$ cat config.mk
export PLATFORM = sky130hd
export DESIGN_NAME = per_second_byte_budget_policer
export DESIGN_NICKNAME = d
export VERILOG_FILES = /design/src/rtl/psbbp_pkg.sv /design/src/rtl/psbbp_front.sv /design/src/rtl/psbbp_queue.sv /design/src/rtl/psbbp_back.sv /design/src/rtl/per_second_byte_budget_policer.sv
export SDC_FILE = /design/constraint.sdc
export NUM_CORES = 2
export LEC_CHECK = 0
export ABC_AREA = 1
export BUFFER_PORTS_ARGS = -buffer_cell sky130_fd_sc_hd__buf_2
export CORE_UTILIZATION = 57
export DETAILED_ROUTE_END_ITERATION = 10
export MAX_ROUTING_LAYER = met4
export PLACE_DENSITY_LB_ADDON = 0.08
export SYNTH_ARGS = -nofsm -noshare
export SYNTH_HDL_FRONTEND = slang
export SYNTH_SLANG_ARGS = --single-unit
$ cat constraint.sdc
create_clock -name clk -period 11.4 [get_ports clk]
set_clock_uncertainty 0.15 [all_clocks]
set_input_delay 1.14 -clock clk [delete_from_list [all_inputs] [get_ports clk]]
set_output_delay 1.14 -clock clk [all_outputs]
set_load 0.02 [all_outputs]
$ cat src/rtl/psbbp_pkg.sv
`timescale 1ns / 1ps
`default_nettype none

package psbbp_pkg;

  localparam int COUNT_WIDTH = 64;
  localparam int SUM_WIDTH   = COUNT_WIDTH + 2;

  typedef logic [COUNT_WIDTH-1:0] cnt_t;

  typedef enum logic [1:0] {
    KIND_DOWN  = 2'd0,
    KIND_UP    = 2'd1,
    KIND_LIMIT = 2'd2,
    KIND_TICK  = 2'd3
  } kind_t;

  // classified word passed from front to back
  typedef struct packed {
    kind_t       kind;
    logic        hdr;
    logic        addr_local;
    logic [15:0] len;
    logic [63:0] lim;
  } item_t;

  typedef struct packed {
    logic        verdict;
    logic        addr_local;
    logic [63:0] total_up;
    logic [63:0] total_down;
    logic [63:0] second_number;
    logic [63:0] limit_now;
  } result_t;

  function automatic logic is_local(input logic [31:0] a);
    logic [7:0] o1;
    logic [7:0] o2;
    logic [7:0] o3;
    logic [7:0] o4;
    logic       hit;
    o1  = a[31:24];
    o2  = a[23:16];
    o3  = a[15:8];
    o4  = a[7:0];
    hit = 1'b0;
    case (o1)
      8'd127: hit = 1'b1;
      8'd128: hit = (o2 == 8'd232);
      8'd129: hit = (o2 == 8'd169);
      8'd131: hit = (o2 == 8'd111);
      8'd169: hit = (o2 == 8'd254);
      8'd172: hit = (o2 inside {[8'd16:8'd30]});
      8'd192: begin
        if (o2 == 8'd18)       hit = (o3 == 8'd195);
        else if (o2 == 8'd84)  hit = (o3 == 8'd5);
        else if (o2 == 8'd153) hit = (o3 == 8'd213);
        else                   hit = (o2 == 8'd168);
      end
      8'd193: begin
        if (o2 == 8'd60)      hit = (o3[7:4] == 4'd5);
        else if (o2 == 8'd63) hit = (o3[7:1] == 7'd126);
        else                  hit = 1'b0;
      end
      8'd255: hit = (o2 == 8'd255) && (o3 == 8'd255) && (o4 == 8'd255);
      default: hit = 1'b0;
    endcase
    return hit;
  endfunction

endpackage

`default_nettype wire

$ cat src/rtl/psbbp_front.sv
`timescale 1ns / 1ps
`default_nettype none

module psbbp_front (
  input  wire logic               in_push,
  input  wire logic [1:0]         in_kind,
  input  wire logic               in_header_present,
  input  wire logic [31:0]        in_far_address,
  input  wire logic [15:0]        in_packet_length,
  input  wire logic [63:0]        in_limit_value,
  input  wire logic               q_full,
  output logic                    q_wr,
  output psbbp_pkg::item_t        q_item
);

  always_comb begin
    q_wr              = in_push && !q_full;
    q_item.kind       = psbbp_pkg::kind_t'(in_kind);
    q_item.hdr        = in_header_present;
    // lookup only matters for packet words carrying a header
    q_item.addr_local = in_header_present && !in_kind[1] &&
                        psbbp_pkg::is_local(in_far_address);
    q_item.len        = in_packet_length;
    q_item.lim        = in_limit_value;
  end

endmodule

`default_nettype wire

$ cat src/rtl/psbbp_queue.sv
`timescale 1ns / 1ps
`default_nettype none

module psbbp_queue (
  input  wire logic               clk,
  input  wire logic               rst_n,
  input  wire logic               wr,
  input  wire psbbp_pkg::item_t   wr_item,
  output logic                    full,
  input  wire logic               rd,
  output logic                    rd_valid,
  output psbbp_pkg::item_t        rd_item
);

  psbbp_pkg::item_t mem_r [2];
  logic             wptr_r, wptr_nxt;
  logic             rptr_r, rptr_nxt;
  logic [1:0]       cnt_r, cnt_nxt;
  logic             do_rd;

  always_comb begin
    full     = (cnt_r == 2'd2);
    rd_valid = (cnt_r != 2'd0);
    rd_item  = mem_r[rptr_r];
    do_rd    = rd && rd_valid;
    wptr_nxt = wptr_r ^ wr;
    rptr_nxt = rptr_r ^ do_rd;
    cnt_nxt  = cnt_r + {1'b0, wr} - {1'b0, do_rd};
  end

  always_ff @(posedge clk) begin
    if (!rst_n) begin
      wptr_r <= 1'b0;
      rptr_r <= 1'b0;
      cnt_r  <= 2'd0;
    end else begin
      wptr_r <= wptr_nxt;
      rptr_r <= rptr_nxt;
      cnt_r  <= cnt_nxt;
    end
  end

  always_ff @(posedge clk) begin
    if (wr) begin
      mem_r[wptr_r] <= wr_item;
    end
  end

endmodule

`default_nettype wire

$ cat src/rtl/psbbp_back.sv
`timescale 1ns / 1ps
`default_nettype none

module psbbp_back (
  input  wire logic               clk,
  input  wire logic               rst_n,
  input  wire logic               q_valid,
  input  wire psbbp_pkg::item_t   q_item,
  output logic                    q_rd,
  output logic                    out_empty,
  input  wire logic               out_pop,
  output psbbp_pkg::result_t      out_res
);

  psbbp_pkg::cnt_t total_up_r, total_up_nxt;
  psbbp_pkg::cnt_t total_down_r, total_down_nxt;
  psbbp_pkg::cnt_t sec_up_r, sec_up_nxt;
  psbbp_pkg::cnt_t sec_down_r, sec_down_nxt;
  psbbp_pkg::cnt_t ticks_r, ticks_nxt;
  logic [63:0]     active_r, active_nxt;
  logic [63:0]     pend_r, pend_nxt;
  logic            pend_vld_r, pend_vld_nxt;

  psbbp_pkg::result_t ob_mem_r [2];
  logic               ob_wptr_r, ob_wptr_nxt;
  logic               ob_rptr_r, ob_rptr_nxt;
  logic [1:0]         ob_cnt_r, ob_cnt_nxt;
  logic               ob_pop;

  logic [psbbp_pkg::SUM_WIDTH-1:0] sum;
  logic                            drop;
  logic                            is_pkt;
  psbbp_pkg::result_t              res;

  always_comb begin
    out_empty = (ob_cnt_r == 2'd0);
    out_res   = ob_mem_r[ob_rptr_r];
    ob_pop    = out_pop && !out_empty;
    // room in the output buffer, counting a slot freed this cycle
    q_rd      = q_valid && ((ob_cnt_r != 2'd2) || ob_pop);

    // exact sum, no wrap: an overflow always exceeds the limit
    sum  = psbbp_pkg::SUM_WIDTH'(sec_up_r) + psbbp_pkg::SUM_WIDTH'(sec_down_r) +
           psbbp_pkg::SUM_WIDTH'(q_item.len);
    drop = (sum > psbbp_pkg::SUM_WIDTH'(active_r));

    is_pkt = (q_item.kind == psbbp_pkg::KIND_DOWN) || (q_item.kind == psbbp_pkg::KIND_UP);

    total_up_nxt   = total_up_r;
    total_down_nxt = total_down_r;
    sec_up_nxt     = sec_up_r;
    sec_down_nxt   = sec_down_r;
    ticks_nxt      = ticks_r;
    active_nxt     = active_r;
    pend_nxt       = pend_r;
    pend_vld_nxt   = pend_vld_r;
    res.verdict    = 1'b0;
    res.addr_local = 1'b0;

    case (q_item.kind)
      psbbp_pkg::KIND_DOWN, psbbp_pkg::KIND_UP: begin
        if (q_item.hdr) begin
          res.addr_local = q_item.addr_local;
          if (!q_item.addr_local) begin
            res.verdict = drop;
            if (q_item.kind == psbbp_pkg::KIND_DOWN) begin
              sec_down_nxt = sec_down_r + psbbp_pkg::COUNT_WIDTH'(q_item.len);
            end else if (!drop) begin
              sec_up_nxt = sec_up_r + psbbp_pkg::COUNT_WIDTH'(q_item.len);
            end
          end
        end
      end
      psbbp_pkg::KIND_LIMIT: begin
        if (!pend_vld_r || (q_item.lim <= pend_r)) begin
          pend_nxt = q_item.lim;
        end
        pend_vld_nxt = 1'b1;
      end
      default: begin
        ticks_nxt      = ticks_r + psbbp_pkg::COUNT_WIDTH'(1);
        active_nxt     = pend_r;
        pend_nxt       = '0;
        pend_vld_nxt   = 1'b0;
        total_up_nxt   = total_up_r + sec_up_r;
        total_down_nxt = total_down_r + sec_down_r;
        sec_up_nxt     = '0;
        sec_down_nxt   = '0;
      end
    endcase

    res.total_up      = 64'(total_up_nxt);
    res.total_down    = 64'(total_down_nxt);
    res.second_number = 64'(ticks_nxt);
    res.limit_now     = active_nxt;

    ob_wptr_nxt = ob_wptr_r ^ q_rd;
    ob_rptr_nxt = ob_rptr_r ^ ob_pop;
    ob_cnt_nxt  = ob_cnt_r + {1'b0, q_rd} - {1'b0, ob_pop};
  end

  always_ff @(posedge clk) begin
    if (!rst_n) begin
      total_up_r   <= '0;
      total_down_r <= '0;
      sec_up_r     <= '0;
      sec_down_r   <= '0;
      ticks_r      <= '0;
      active_r     <= '0;
      pend_r       <= '0;
      pend_vld_r   <= 1'b0;
      ob_wptr_r    <= 1'b0;
      ob_rptr_r    <= 1'b0;
      ob_cnt_r     <= 2'd0;
    end else begin
      if (q_rd) begin
        total_up_r   <= total_up_nxt;
        total_down_r <= total_down_nxt;
        sec_up_r     <= sec_up_nxt;
        sec_down_r   <= sec_down_nxt;
        ticks_r      <= ticks_nxt;
        active_r     <= active_nxt;
        pend_r       <= pend_nxt;
        pend_vld_r   <= pend_vld_nxt;
      end
      ob_wptr_r <= ob_wptr_nxt;
      ob_rptr_r <= ob_rptr_nxt;
      ob_cnt_r  <= ob_cnt_nxt;
    end
  end

  always_ff @(posedge clk) begin
    if (q_rd) begin
      // verdict only meaningful for packets; res already holds zero otherwise
      ob_mem_r[ob_wptr_r] <= is_pkt ? res : {2'b00, res[255:0]};
    end
  end

endmodule

`default_nettype wire

$ cat src/rtl/per_second_byte_budget_policer.sv
`timescale 1ns / 1ps
`default_nettype none

// Channel   Direction  Handshake            Payload
// in_*      input      in_push / in_full    kind, header_present, far_address,
//                                           packet_length, limit_value
// out_*     output     out_pop / out_empty  verdict, address_local, total_up,
//                                           total_down, second_number, limit_now
//
// One word per cycle sustained while out_pop keeps up. A taken word is written into a
// 2-deep queue; the back reads it from there and registers its result into a 2-deep
// output buffer, whose head drives the out ports until it is popped.
// The back does the budget add and compare combinationally, ahead of that buffer.
// rst_n is synchronous; it zeroes all counters, limits and both queues.
// A stalled output fills the buffer, then the queue, then raises in_full.

module per_second_byte_budget_policer (
  input  wire logic        clk,
  input  wire logic        rst_n,
  input  wire logic        in_push,
  output logic             in_full,
  input  wire logic [1:0]  in_kind,
  input  wire logic        in_header_present,
  input  wire logic [31:0] in_far_address,
  input  wire logic [15:0] in_packet_length,
  input  wire logic [63:0] in_limit_value,
  output logic             out_empty,
  input  wire logic        out_pop,
  output logic             out_verdict,
  output logic             out_address_local,
  output logic [63:0]      out_total_up,
  output logic [63:0]      out_total_down,
  output logic [63:0]      out_second_number,
  output logic [63:0]      out_limit_now
);

  logic               q_wr;
  logic               q_full;
  logic               q_rd;
  logic               q_valid;
  psbbp_pkg::item_t   q_wr_item;
  psbbp_pkg::item_t   q_rd_item;
  psbbp_pkg::result_t res;

  psbbp_front u_front (
    .in_push           (in_push),
    .in_kind           (in_kind),
    .in_header_present (in_header_present),
    .in_far_address    (in_far_address),
    .in_packet_length  (in_packet_length),
    .in_limit_value    (in_limit_value),
    .q_full            (q_full),
    .q_wr              (q_wr),
    .q_item            (q_wr_item)
  );

  psbbp_queue u_queue (
    .clk      (clk),
    .rst_n    (rst_n),
    .wr       (q_wr),
    .wr_item  (q_wr_item),
    .full     (q_full),
    .rd       (q_rd),
    .rd_valid (q_valid),
    .rd_item  (q_rd_item)
  );

  psbbp_back u_back (
    .clk       (clk),
    .rst_n     (rst_n),
    .q_valid   (q_valid),
    .q_item    (q_rd_item),
    .q_rd      (q_rd),
    .out_empty (out_empty),
    .out_pop   (out_pop),
    .out_res   (res)
  );

  always_comb begin
    in_full           = q_full;
    out_verdict       = res.verdict;
    out_address_local = res.addr_local;
    out_total_up      = res.total_up;
    out_total_down    = res.total_down;
    out_second_number = res.second_number;
    out_limit_now     = res.limit_now;
  end

endmodule

`default_nettype wire
==> key figures <==
Critical path
  – Worst path max stage delay: 0.79 ns
  – Critical path start-end classification: register to register
  – Delay-heaviest family, CP: simple AND/OR/NAND/NOR gates
  – Max FO, Critical Path: 65
  – Data arrival time of the critical path: between 8 and 9 ns
  – Number of buffers and inverters on the critical path: 4
  – WP data required: 11.92 ns
  – Highest-delay cell along the critical path: sky130_fd_sc_hd__buf_4
  – Setup crit end kind: register
  – Category of the worst setup path launch point: register
  – Most numerous cell on the critical path: sky130_fd_sc_hd__nand2_1

Logic synthesis
  – Total number of yosys warnings: 0
  – Sequential fraction of the synthesis area: 42.7%
  – Number of synthesized register bits: between 1000 and 1500
  – Most frequent cell after synthesis: sky130_fd_sc_hd__nand2_1
  – Number of synthesized flops with an enable pin: ~700
  – Net count of the mapped netlist: between 9000 and 10000
  – Most numerous cell types in the synthesized netlist: 2010 x sky130_fd_sc_hd__nand2_1, 1259 x sky130_fd_sc_hd__inv_1, 764 x sky130_fd_sc_hd__nor2_1
  – Syn avg cell area: 7.89 um2
  – Cell types with the largest area share after synthesis: sky130_fd_sc_hd__edfxtp_1 30%, sky130_fd_sc_hd__dfxtp_1 13%, sky130_fd_sc_hd__nand2_1 11%, sky130_fd_sc_hd__inv_1 6.8%, sky130_fd_sc_hd__ha_1 6.8%
  – Top FF cell, synth: sky130_fd_sc_hd__edfxtp_1
  – Cells after synthesis: 8819
  – Top cell type by total area after synthesis: sky130_fd_sc_hd__edfxtp_1
  – Post-synthesis cell area: 69600 um2
  – Post-synth ARST share: 0%
  – Synth unique cells: between 60 and 70
  – Portion of synthesized cell area occupied by the leading cell type: 29.5%

Global routing
  – Largest net degree at the start of global routing: 118
  – Total global routing overflow: 0
  – Vias in the first global route: 56800
  – All-layer global routing usage: 34.7%
  – First-pass GRT wire length: 322000 um
  – Number of antenna violations at the first check in global routing: 18

Die
  – Die height: 351 um
  – Area enclosed by the die boundary: 123000 um2
  – Core outline area: 120000 um2
  – Die outline width: approximately 350 um
  – # rows: 127
  – Io pins: 379
  – Starting Density: 57.8%

Placed design
  – IO buf count: 378
  – Placer Congestion: 1.02
  – Placed cell area: 72900 um2
  – Sum of net half-perimeters after detailed placement: 163000 um

Flow run
  – Max capacitance violation total: 0

Timing
  – Max-slew violation count: 0
  – Fin crit period: 8.12 ns
  – Tcrit/Tclk final: 71.2%
  – Number of setup violations in the final report: 0
  – Final Hold Vio Count: 0
  – Achievable Freq: 123 MHz
  – Tightest Pin Transition: 1.26 ns
  – Final worst hold slack: 0.314 ns
  – Setup TNS: 0 ns
  – Remaining max-slew budget at the tightest pin: 16.2%
  – Unrepaired setup endpoints after global routing: no

Clock tree
  – Clock sinks: 1143
  – Clock input transition at the sequential cells of the worst setup and hold paths: 0.06 ns
  – Number of CTS-inserted buffers: 115
  – Total setup buffers inserted after CTS: 0
  – Clock root buffer: sky130_fd_sc_hd__clkbuf_16
  – CTS hold repair buffers: 0
  – H-tree depth: 3
  – Clock tree from TritonCTS: built
  – Maximum clock insertion buffer count: 3
  – Gates resized, CTS repair: 0
  – Clock Latency Late Sink: 0.78 ns

Detailed routing
  – Drt pass-1 iters: 6
  – Via count: 61500
  – Detail Route Antenna Nets: 0
  – Vias per inst: approximately 5.7
  – WL/cell: 19.7 um
  – DRC violation count after routing: 0
  – Total wirelength of the detailed-routed design: ~210000 um
  – Starting DRC count in detailed routing: 5998

Power and ir drop
  – Ratio of total power to cell area: approximately 270 nW/um2
  – IR Drop Worst-Case VDD: 0.000222 V
  – Total leakage power: about 33 nW

Hold path
  – Class of the tightest hold or removal check: register to register

Final layout
  – Post-route cell area: 77000 um2
  – Share of final-layout standard cells stronger than drive strength 1: 12.0%
  – Nets: 9605
  – Area overhead of the layout relative to synthesis: 10.6%
  – Count of filler cells inserted in the layout: 10500

Run status
  – Status: complete, no violations
-- sequential cells by signal (all words and copies together), names as in the netlist, named ones only --
signal and cells:
u_back.active_r 64, u_back.ob_rptr_r 1, u_queue.wptr_r 1, u_back.sec_down_r 64, u_back.ob_wptr_r 1, u_queue.cnt_r 2
u_back.sec_up_r 64, u_back.total_up_r 64, u_queue.rptr_r 1, u_back.ob_cnt_r 2, u_back.total_down_r 64, u_back.pend_r 64
u_queue.mem_r 168, u_back.pend_vld_r 1, u_back.ticks_r 64, u_back.ob_mem_r 516
-- layout by cell type (no fill, tap or decap), drive strengths merged, types with 5 or more instances in the layout --
master	n
clkbuf	149
and3	5
a21boi	11
o22ai	5
xor2	157
nand3	464
a21o	23
nor2	798
dfxtp	459
nor4	65
buf	419
bufinv	16
o21bai	21
a21oi	730
a31oi	77
a41oi	6
o2111ai	6
inv	1291
nand3b	31
nand2	2035
o21ai	618
diode	17
xnor2	56
o221ai	7
a211oi	9
o211ai	17
edfxtp	684
clkinvlp	10
ha	377
fa	6
o41ai	5
clkinv	46
or2	63
nor3	140
nand4	89
mux2	258
o21a	23
-- layer usage --
metal	vias up	GRT usage (%)	part of all wire, %
met5	-	-	0
met4	0	9.80	2.8
met3	348	4.43	7.4
met2	2343	55.6	47
met1	28800	46.0	43
li1	30000	-	-
-- worst paths after layout --
| check | start | endpoint | slack [ns] | cells past startpoint |
|---|---|---|---|---|
| max | u_back.sec_down_r[0] | u_back.sec_up_r[1] | 3.28 | 41 |
| min | u_back.ob_rptr_r | register | 0.31 | 1 |
| max reg2reg | u_back.sec_down_r[0] | u_back.sec_up_r[1] | 3.28 | 41 |
| min reg2reg | u_back.ob_rptr_r | register | 0.31 | 1 |
-- through the flow --
| stage | instances | power [mW] | worst slack [ns] | util (%) |
|---|---|---|---|---|
| after floorplan | 8819 | 14.1 | 2.57 | - |
| after global placement | 10600 | 16.6 | 3.55 | 60.5 |
| after detailed placement | 10600 | 16.9 | 3.37 | 60.5 |
| after CTS | 10800 | 21.0 | 3.30 | 63.9 |
| after global routing | 10800 | 22.4 | 2.53 | 63.9 |
| final | 10800 | 21.0 | 3.28 | 63.9 |
-- where the power goes --
group | leakage (nW) | internal [mW] | switching, mW
Sequential | 10.3 | 6.27 | 0.808
Clock | 1.96 | 2.32 | 1.70
Combinational | 21.1 | 3.19 | 6.74
-- cell families after synthesis --
kind of cell | after synthesis | share of synthesized area (%)
muxes | 260 | 4.20
xor gates and xnor gates | 213 | 2.68
DFF | 1143 | 42.7
adders and majority gates | 383 | 6.95
AOI/OAI and AO/OA | 1576 | 12.1
and+or+nand+nor | 3700 | 22.8
buffers and inverters | 1544 | 8.49
-- cell type report --
class	count	area, um2	share of cell area [%]
inverters	1292	4860	6.32
diodes	17	42.5	0.0553
clock buffers	149	3130	4.06
repair buffers	419	2210	2.88
clock inverters	71	925	1.20
multi-input cells	6132	34000	44.2
flip-flops and latches	1143	29700	38.6
well taps	1612	2020	2.62
(Power assumes the default switching activity.)
